`src/pds_pkg.sv`:
```
// ----------------------------------------------------------------------------
// PLL divider solver package
// Shared widths, limits, status codes and pipeline payload types.
// ----------------------------------------------------------------------------
package pds_pkg;

    localparam int FREQ_BITS         = 20;
    localparam int ACT_BITS          = 21;
    localparam int CW_BITS           = 14;
    localparam int MAIN_DIV_BITS_DEF = 9;

    // The quotient of the main divider never exceeds 800000 / 1250 = 640.
    localparam int QUOT_BITS      = 10;
    // The divisor is reference / 8, at most 2500 for a valid reference.
    localparam int DEN_BITS       = 12;
    localparam int STEPS_PER_STG  = 2;
    localparam int DIV_STAGES     = QUOT_BITS / STEPS_PER_STG;
    localparam int PROD_BITS      = FREQ_BITS + QUOT_BITS;

    localparam logic [FREQ_BITS-1:0] REF_MIN   = FREQ_BITS'(10000);
    localparam logic [FREQ_BITS-1:0] REF_MAX   = FREQ_BITS'(20000);
    localparam logic [FREQ_BITS-1:0] TGT_MIN   = FREQ_BITS'(50000);
    localparam logic [FREQ_BITS-1:0] TGT_MAX   = FREQ_BITS'(800000);
    // Output divider thresholds: 800000 / target reaches 2, 4, 8 at these.
    localparam logic [FREQ_BITS-1:0] TGT_HALF  = FREQ_BITS'(400000);
    localparam logic [FREQ_BITS-1:0] TGT_QUART = FREQ_BITS'(200000);
    localparam logic [FREQ_BITS-1:0] TGT_EIGHT = FREQ_BITS'(100000);
    localparam logic [ACT_BITS-1:0]  ACT_MAX   = {ACT_BITS{1'b1}};

    typedef enum logic [2:0] {
        ST_OK        = 3'd0,
        ST_REF_BAD   = 3'd1,
        ST_TOO_LOW   = 3'd2,
        ST_TOO_HIGH  = 3'd3,
        ST_DIV_RANGE = 3'd4
    } status_t;

    // Restoring division state: low holds the numerator bits still to be
    // shifted in at the top and collects quotient bits at the bottom.
    typedef struct packed {
        logic [DEN_BITS-1:0]  rem;
        logic [QUOT_BITS-1:0] low;
        logic [DEN_BITS-1:0]  den;
    } div_state_t;

    typedef struct packed {
        status_t    status;
        logic [1:0] pw;
        div_state_t div;
    } pipe_t;

endpackage

```
`src/pds_precheck.sv`:
```
// ----------------------------------------------------------------------------
// PLL divider solver: range checks
// Checks reference and target ranges, picks the output divider power and
// sets up the main divider numerator and divisor.
// ----------------------------------------------------------------------------
module pds_precheck
    import pds_pkg::*;
(
    input  logic                 aclk,
    input  logic                 aresetn,
    input  logic [FREQ_BITS-1:0] reference_khz,
    input  logic                 in_valid,
    output logic                 in_ready,
    input  logic [FREQ_BITS-1:0] in_target_khz,
    output logic                 out_valid,
    input  logic                 out_ready,
    output pipe_t                out_data
);

    logic  valid_reg;
    pipe_t data_reg;
    pipe_t data_next;
    logic [FREQ_BITS-1:0] numer;

    assign in_ready  = !valid_reg || out_ready;
    assign out_valid = valid_reg;
    assign out_data  = data_reg;

    always_comb begin
        data_next = '0;
        priority if (reference_khz < REF_MIN || reference_khz > REF_MAX) begin
            data_next.status = ST_REF_BAD;
        end else if (in_target_khz < TGT_MIN) begin
            data_next.status = ST_TOO_LOW;
        end else if (in_target_khz > TGT_MAX) begin
            data_next.status = ST_TOO_HIGH;
        end else begin
            data_next.status = ST_OK;
        end

        // The power saturates at 3, which also covers exactly 50 MHz.
        priority if (in_target_khz <= TGT_EIGHT) begin
            data_next.pw = 2'd3;
        end else if (in_target_khz <= TGT_QUART) begin
            data_next.pw = 2'd2;
        end else if (in_target_khz <= TGT_HALF) begin
            data_next.pw = 2'd1;
        end else begin
            data_next.pw = 2'd0;
        end

        // For a target in range the shifted value stays within 800000.
        numer = in_target_khz << data_next.pw;
        data_next.div.rem = DEN_BITS'(numer[FREQ_BITS-1:QUOT_BITS]);
        data_next.div.low = numer[QUOT_BITS-1:0];
        data_next.div.den = reference_khz[DEN_BITS+2:3];
    end

    always_ff @(posedge aclk) begin
        if (!aresetn) begin
            valid_reg <= 1'b0;
        end else if (in_ready) begin
            valid_reg <= in_valid;
        end
    end

    always_ff @(posedge aclk) begin
        if (in_ready && in_valid) begin
            data_reg <= data_next;
        end
    end

endmodule

```
`src/pds_div_stage.sv`:
```
// ----------------------------------------------------------------------------
// PLL divider solver: divider stage
// One pipeline stage of the restoring main divider, retiring two quotient
// bits per cycle while its output is not stalled.
// ----------------------------------------------------------------------------
module pds_div_stage
    import pds_pkg::*;
(
    input  logic  aclk,
    input  logic  aresetn,
    input  logic  in_valid,
    output logic  in_ready,
    input  pipe_t in_data,
    output logic  out_valid,
    input  logic  out_ready,
    output pipe_t out_data
);

    function automatic div_state_t div_step(div_state_t d);
        logic [DEN_BITS:0] shifted;
        logic [DEN_BITS:0] diff;
        logic              qbit;
        div_state_t        r;
        shifted = {d.rem, d.low[QUOT_BITS-1]};
        diff    = shifted - {1'b0, d.den};
        qbit    = (shifted >= {1'b0, d.den});
        r       = d;
        r.rem   = qbit ? diff[DEN_BITS-1:0] : shifted[DEN_BITS-1:0];
        r.low   = {d.low[QUOT_BITS-2:0], qbit};
        return r;
    endfunction

    logic  valid_reg;
    pipe_t data_reg;
    pipe_t data_next;

    assign in_ready  = !valid_reg || out_ready;
    assign out_valid = valid_reg;
    assign out_data  = data_reg;

    always_comb begin
        data_next = in_data;
        for (int i = 0; i < STEPS_PER_STG; i++) begin
            data_next.div = div_step(data_next.div);
        end
    end

    always_ff @(posedge aclk) begin
        if (!aresetn) begin
            valid_reg <= 1'b0;
        end else if (in_ready) begin
            valid_reg <= in_valid;
        end
    end

    always_ff @(posedge aclk) begin
        if (in_ready && in_valid) begin
            data_reg <= data_next;
        end
    end

endmodule

```
`src/pds_finish.sv`:
```
// ----------------------------------------------------------------------------
// PLL divider solver: result stages
// Checks the main divider range and multiplies out the produced frequency,
// then scales it and packs the control word into the output register.
// ----------------------------------------------------------------------------
module pds_finish
    import pds_pkg::*;
#(
    parameter int MAIN_DIV_BITS = MAIN_DIV_BITS_DEF
) (
    input  logic                 aclk,
    input  logic                 aresetn,
    input  logic [FREQ_BITS-1:0] reference_khz,
    input  logic                 in_valid,
    output logic                 in_ready,
    input  pipe_t                in_data,
    output logic                 out_valid,
    input  logic                 out_ready,
    output status_t              out_status,
    output logic [CW_BITS-1:0]   out_control_word,
    output logic [ACT_BITS-1:0]  out_actual_khz
);

    localparam int SHIFT_BITS = PROD_BITS - 3;

    // Multiply stage.
    logic                  a_valid_reg;
    logic                  a_ready;
    status_t               a_status_reg;
    status_t               a_status_next;
    logic [1:0]            a_pw_reg;
    logic [QUOT_BITS-1:0]  a_m_reg;
    logic [PROD_BITS-1:0]  a_prod_reg;
    logic [PROD_BITS-1:0]  a_prod_next;

    // Output register.
    logic                  b_valid_reg;
    status_t               b_status_reg;
    logic [CW_BITS-1:0]    b_cw_reg;
    logic [CW_BITS-1:0]    b_cw_next;
    logic [ACT_BITS-1:0]   b_act_reg;
    logic [ACT_BITS-1:0]   b_act_next;
    logic [SHIFT_BITS-1:0] scaled;
    logic [1:0]            code;

    assign in_ready = !a_valid_reg || a_ready;
    assign a_ready  = !b_valid_reg || out_ready;

    always_comb begin
        a_status_next = in_data.status;
        if (in_data.status == ST_OK &&
            (in_data.div.low == '0 || (in_data.div.low >> MAIN_DIV_BITS) != '0)) begin
            a_status_next = ST_DIV_RANGE;
        end
        a_prod_next = PROD_BITS'(reference_khz) * PROD_BITS'(in_data.div.low);
    end

    always_ff @(posedge aclk) begin
        if (!aresetn) begin
            a_valid_reg <= 1'b0;
        end else if (in_ready) begin
            a_valid_reg <= in_valid;
        end
    end

    always_ff @(posedge aclk) begin
        if (in_ready && in_valid) begin
            a_status_reg <= a_status_next;
            a_pw_reg     <= in_data.pw;
            a_m_reg      <= in_data.div.low;
            a_prod_reg   <= a_prod_next;
        end
    end

    // Output ratio 2^pw maps to codes 3, 0, 1, 2.
    always_comb begin
        code   = a_pw_reg + 2'd3;
        scaled = SHIFT_BITS'(a_prod_reg >> (3 + a_pw_reg));
        if (a_status_reg == ST_OK) begin
            b_cw_next  = (CW_BITS'(code) << MAIN_DIV_BITS) | CW_BITS'(a_m_reg);
            b_act_next = (scaled > SHIFT_BITS'(ACT_MAX)) ? ACT_MAX
                                                         : scaled[ACT_BITS-1:0];
        end else begin
            b_cw_next  = '0;
            b_act_next = '0;
        end
    end

    always_ff @(posedge aclk) begin
        if (!aresetn) begin
            b_valid_reg <= 1'b0;
        end else if (a_ready) begin
            b_valid_reg <= a_valid_reg;
        end
    end

    always_ff @(posedge aclk) begin
        if (a_ready && a_valid_reg) begin
            b_status_reg <= a_status_reg;
            b_cw_reg     <= b_cw_next;
            b_act_reg    <= b_act_next;
        end
    end

    assign out_valid        = b_valid_reg;
    assign out_status       = b_status_reg;
    assign out_control_word = b_cw_reg;
    assign out_actual_khz   = b_act_reg;

endmodule

```
`src/pll_divider_solver.sv`:
```
// ----------------------------------------------------------------------------
// PLL divider solver
// Solves output and main divider settings for a requested PLL frequency.
// ----------------------------------------------------------------------------
// Accepts one target frequency per clock while the result side is not
// stalled, and returns one result per target, in order. Each result passes
// through the range check stage, the five stages of the main divider (two
// quotient bits per stage), a multiply stage and the output register. The
// reference frequency register is written through the cfg channel, which is
// always ready; write it only while no request is in flight.
// ----------------------------------------------------------------------------
module pll_divider_solver
    import pds_pkg::*;
#(
    parameter int MAIN_DIV_BITS = MAIN_DIV_BITS_DEF
) (
    input  logic                 aclk,
    input  logic                 aresetn,
    input  logic                 cfg_valid,
    output logic                 cfg_ready,
    input  logic [FREQ_BITS-1:0] cfg_reference_khz,
    input  logic                 s_valid,
    output logic                 s_ready,
    input  logic [FREQ_BITS-1:0] s_target_khz,
    output logic                 m_valid,
    input  logic                 m_ready,
    output logic [2:0]           m_status,
    output logic [CW_BITS-1:0]   m_control_word,
    output logic [ACT_BITS-1:0]  m_actual_khz
);

    logic [FREQ_BITS-1:0] reference_reg;
    pipe_t                stg_data  [0:DIV_STAGES];
    logic [DIV_STAGES:0]  stg_valid;
    logic [DIV_STAGES:0]  stg_ready;
    status_t              status;

    assign cfg_ready = 1'b1;

    always_ff @(posedge aclk) begin
        if (!aresetn) begin
            reference_reg <= REF_MIN;
        end else if (cfg_valid) begin
            reference_reg <= cfg_reference_khz;
        end
    end

    pds_precheck u_precheck (
        .aclk          (aclk),
        .aresetn       (aresetn),
        .reference_khz (reference_reg),
        .in_valid      (s_valid),
        .in_ready      (s_ready),
        .in_target_khz (s_target_khz),
        .out_valid     (stg_valid[0]),
        .out_ready     (stg_ready[0]),
        .out_data      (stg_data[0])
    );

    for (genvar g = 0; g < DIV_STAGES; g++) begin : g_div
        pds_div_stage u_div_stage (
            .aclk      (aclk),
            .aresetn   (aresetn),
            .in_valid  (stg_valid[g]),
            .in_ready  (stg_ready[g]),
            .in_data   (stg_data[g]),
            .out_valid (stg_valid[g+1]),
            .out_ready (stg_ready[g+1]),
            .out_data  (stg_data[g+1])
        );
    end

    pds_finish #(
        .MAIN_DIV_BITS (MAIN_DIV_BITS)
    ) u_finish (
        .aclk             (aclk),
        .aresetn          (aresetn),
        .reference_khz    (reference_reg),
        .in_valid         (stg_valid[DIV_STAGES]),
        .in_ready         (stg_ready[DIV_STAGES]),
        .in_data          (stg_data[DIV_STAGES]),
        .out_valid        (m_valid),
        .out_ready        (m_ready),
        .out_status       (status),
        .out_control_word (m_control_word),
        .out_actual_khz   (m_actual_khz)
    );

    assign m_status = status;

endmodule
```
`config.mk`:
```
export PLATFORM = sky130hd
export DESIGN_NAME = pll_divider_solver
export DESIGN_NICKNAME = d
export VERILOG_FILES = /design/src/pds_pkg.sv /design/src/pds_precheck.sv /design/src/pds_div_stage.sv /design/src/pds_finish.sv /design/src/pll_divider_solver.sv
export SDC_FILE = /design/constraint.sdc
export NUM_CORES = 1
export LEC_CHECK = 0
export ABC_CLOCK_PERIOD_IN_PS = 6500
export BUFFER_PORTS_ARGS = -buffer_cell sky130_fd_sc_hd__buf_2
export CAP_MARGIN = 20
export CORE_MARGIN = 10
export CORE_UTILIZATION = 40
export CTS_BUF_LIST = sky130_fd_sc_hd__clkbuf_8
export CTS_CLUSTER_SIZE = 14
export DETAILED_ROUTE_END_ITERATION = 10
export GPL_TIMING_DRIVEN = 1
export SLEW_MARGIN = 30
export SYNTH_ARGS = -nofsm -noshare
export SYNTH_HDL_FRONTEND = slang
export SYNTH_HIERARCHICAL = 1
export SYNTH_SLANG_ARGS = --single-unit
```
`constraint.sdc`:
```
create_clock -name aclk -period 6.5 [get_ports aclk]
set_input_delay 1.3 -clock aclk [delete_from_list [all_inputs] [get_ports aclk]]
set_output_delay 1.3 -clock aclk [all_outputs]
set_load 0.01 [all_outputs]
```
==> summary.md <==
| Metric | Value |
|---|---|
| CP arrival | `between 6000 and 7000 ps` |
| Drt first pass iters | `6` |
| Antenna Nets Post-Route | `0` |
| Die footprint | `72970 um2` |
| CP max FO | `22` |
| CTS max path bufs | `3` |
| Post-layout min period | `5728 ps` |
| Slew @ Worst Pin | `roughly 960 ps` |
| Post-CTS sizing | `0` |
| Layout cells sized above 1 | `between 10 and 15%` |
| Die Wd | `270.1 um` |
| Iter 0 DRT Violations | `921` |
| Worst min path class | `reg -> reg` |
| Htree depth | `2` |
| Root Buffer | `clkbuf_8` |
| Max VDD drop | `128.5 uV` |
| Post-CTS Setup Bufs | `0` |
| Drc violations | `0` |
| Hold depth | `0` |
| Worst-Skew Late Latency | `620 ps` |
| Leak pwr | `0.01159 uW` |
| Layout Skew | `15.55 ps` |
| Max-slew violation count | `0` |
| Flop2flop setup slack | `770 ps` |
| Fin nets | `2769` |
| Setup tns final | `0 ps` |
| Worst Hold Path EP | `g_div[0].u_div_stage/out_data[14]$_DFFE_PP_` |
| Final Hold Fails | `0` |
| Total core area | `61830 um2` |
| Clk slew on worst S/H paths | `roughly 60 ps` |
| Number of buffers added on ports | `81` |
| Status | `complete, no violations` |
| GR Util All Layers | `15.83%` |
| Total power | `7837 uW` |
| Area Growth Syn to Fin | `8.365%` |
| Starting Density | `40.48%` |
| TritonCTS clock tree | `done` |
| Mapped Cells | `2341` |
| Worst slew margin | `a little over a third` |
| First-pass GRT wire length | `approximately 95 mm` |
| Worst setup path startpoint | `g_div[4].u_div_stage/out_data[21]$_DFFE_PP_` |
| Num CTS Buffers | `54` |
| Max-Cap Viols | `0` |
| CP required | `6860 ps` |
| Avg WL per Cell | `18.06 um` |
| Final setup violation count | `0` |
| Fmax | `174.6 MHz` |
| Initial antenna violation count | `1` |
| CP Launch Type | `register` |
| Syn. warnings | `6` |
| CP Capture Type | `register` |
| Total wire length | `59.06 mm` |
| WS Path Type | `reg -> reg` |
| RePlAce Congestion | `0.9086` |
| Syn Area/Cell | `10.69 um2` |
| Largest register FFs | `between 150 and 200` |
| TritonCTS Sinks | `312` |
| Area of the mapped netlist | `25030 um2` |
| Hold buffer count at CTS | `0` |
| Dpl hpwl | `46.37 mm` |
| Grt ovf | `0` |
| Worst hold start | `u_precheck/out_data[12]$_SDFFCE_PN0P_` |
| Vias | `17178` |
| # rows | `91` |
| Pwr dens | `between 200 and 300 nW/um2` |
| Vias in the first global route | `17600` |
| Die Ht | `270.1 um` |
| Worst R2R Path Depth | `15` |
| I/O pins | `86` |
| Crit Reg-Reg Startpoint | `g_div[4].u_div_stage/out_data[21]$_DFFE_PP_` |
| Fin crit share | `88.13%` |
| RSZ-0062 raised after global routing | `no` |
| Pin count of the biggest net entering global routing | `43` |
| Reg2reg end | `u_finish/a_prod_reg[24]$_DFFE_PP_` |
| Routed vias/inst | `5.252` |
-- worst max-delay path by stage --
stage,end,depth (start not counted)
floorplan,u_finish/a_prod_reg[25]$_DFFE_PP_,18
CTS,u_finish/a_prod_reg[24]$_DFFE_PP_,15
global placement,u_finish/a_prod_reg[25]$_DFFE_PP_,16
finish,u_finish/a_prod_reg[24]$_DFFE_PP_,15
detailed placement,u_finish/a_prod_reg[24]$_DFFE_PP_,15
global route,u_finish/a_prod_reg[24]$_DFFE_PP_,15
-- metal layers --
layer | vias up | global-route usage, % | part of all wire [%]
met1 | 8412 | 21.38 | 47
met4 | 0 | 4.953 | 2.8
met3 | 98 | 2.788 | 4.4
met2 | 393 | 25.48 | 45
met5 | - | 0 | 0
li1 | 8275 | - | -
-- final cells by class --
| class | count | area, um2 |
|---|---|---|
| antenna | 1 | 2.502 |
| inverter | 298 | 1119 |
| clock inverter | 37 | 230.2 |
| sequential | 312 | 9089 |
| clock buffer | 62 | 853.3 |
| tap | 837 | 1047 |
| timing repair buffer | 92 | 511.7 |
| fill | 5832 | 34710 |
| multi-input combinational | 1632 | 14270 |
-- cell usage in the layout (no fill, tap or decap), drive strengths merged, types with 21 or more instances in the layout --
master  count
buf        92
clkbuf     62
a21o       29
edfxtp    284
mux2i      46
o21a       36
mux4       21
nor2      154
a21oi     135
fa        151
nor2b      29
nand2b     23
mux2       71
nand2     178
a211oi     23
xnor2      57
inv       322
dfxtp      28
o21ai      67
ha        183
and2      113
xor2       29
nor3       33
-- through the flow --
step | util (%) | setup slack (ps) | cell area, um2 | instances | hold slack [ps]
floorplan | - | 1099 | 25040 | 2345 | 400.3
global placement | 42.03 | 895.9 | 25980 | 3169 | 402.7
detailed placement | 42.03 | 844.5 | 25980 | 3169 | 405.6
CTS | 43.78 | 821.0 | 27070 | 3268 | 417.4
global route | 43.86 | 450.2 | 27120 | 3270 | 411.3
finish | 43.86 | 771.8 | 27120 | 3271 | 415.1
-- critical path: stages (launching register included) --
cell      delay (ps)
edfxtp_1         810
nand2_1          190
fa_1             570
fa_1             530
fa_1             520
fa_1             540
inv_1             50
fa_1             470
ha_1             380
a21o_1           210
a21o_1           190
a21o_1           190
o21ai_0          300
a21oi_1          170
a41oi_1          270
xnor2_1           90
-- power by group --
part | switching (uW) | internal (uW)
combinational | 1960 | 1590
sequential | 88.6 | 2430
clock | 790 | 985
total | 2830 | 5000
(Power assumes the default switching activity.)
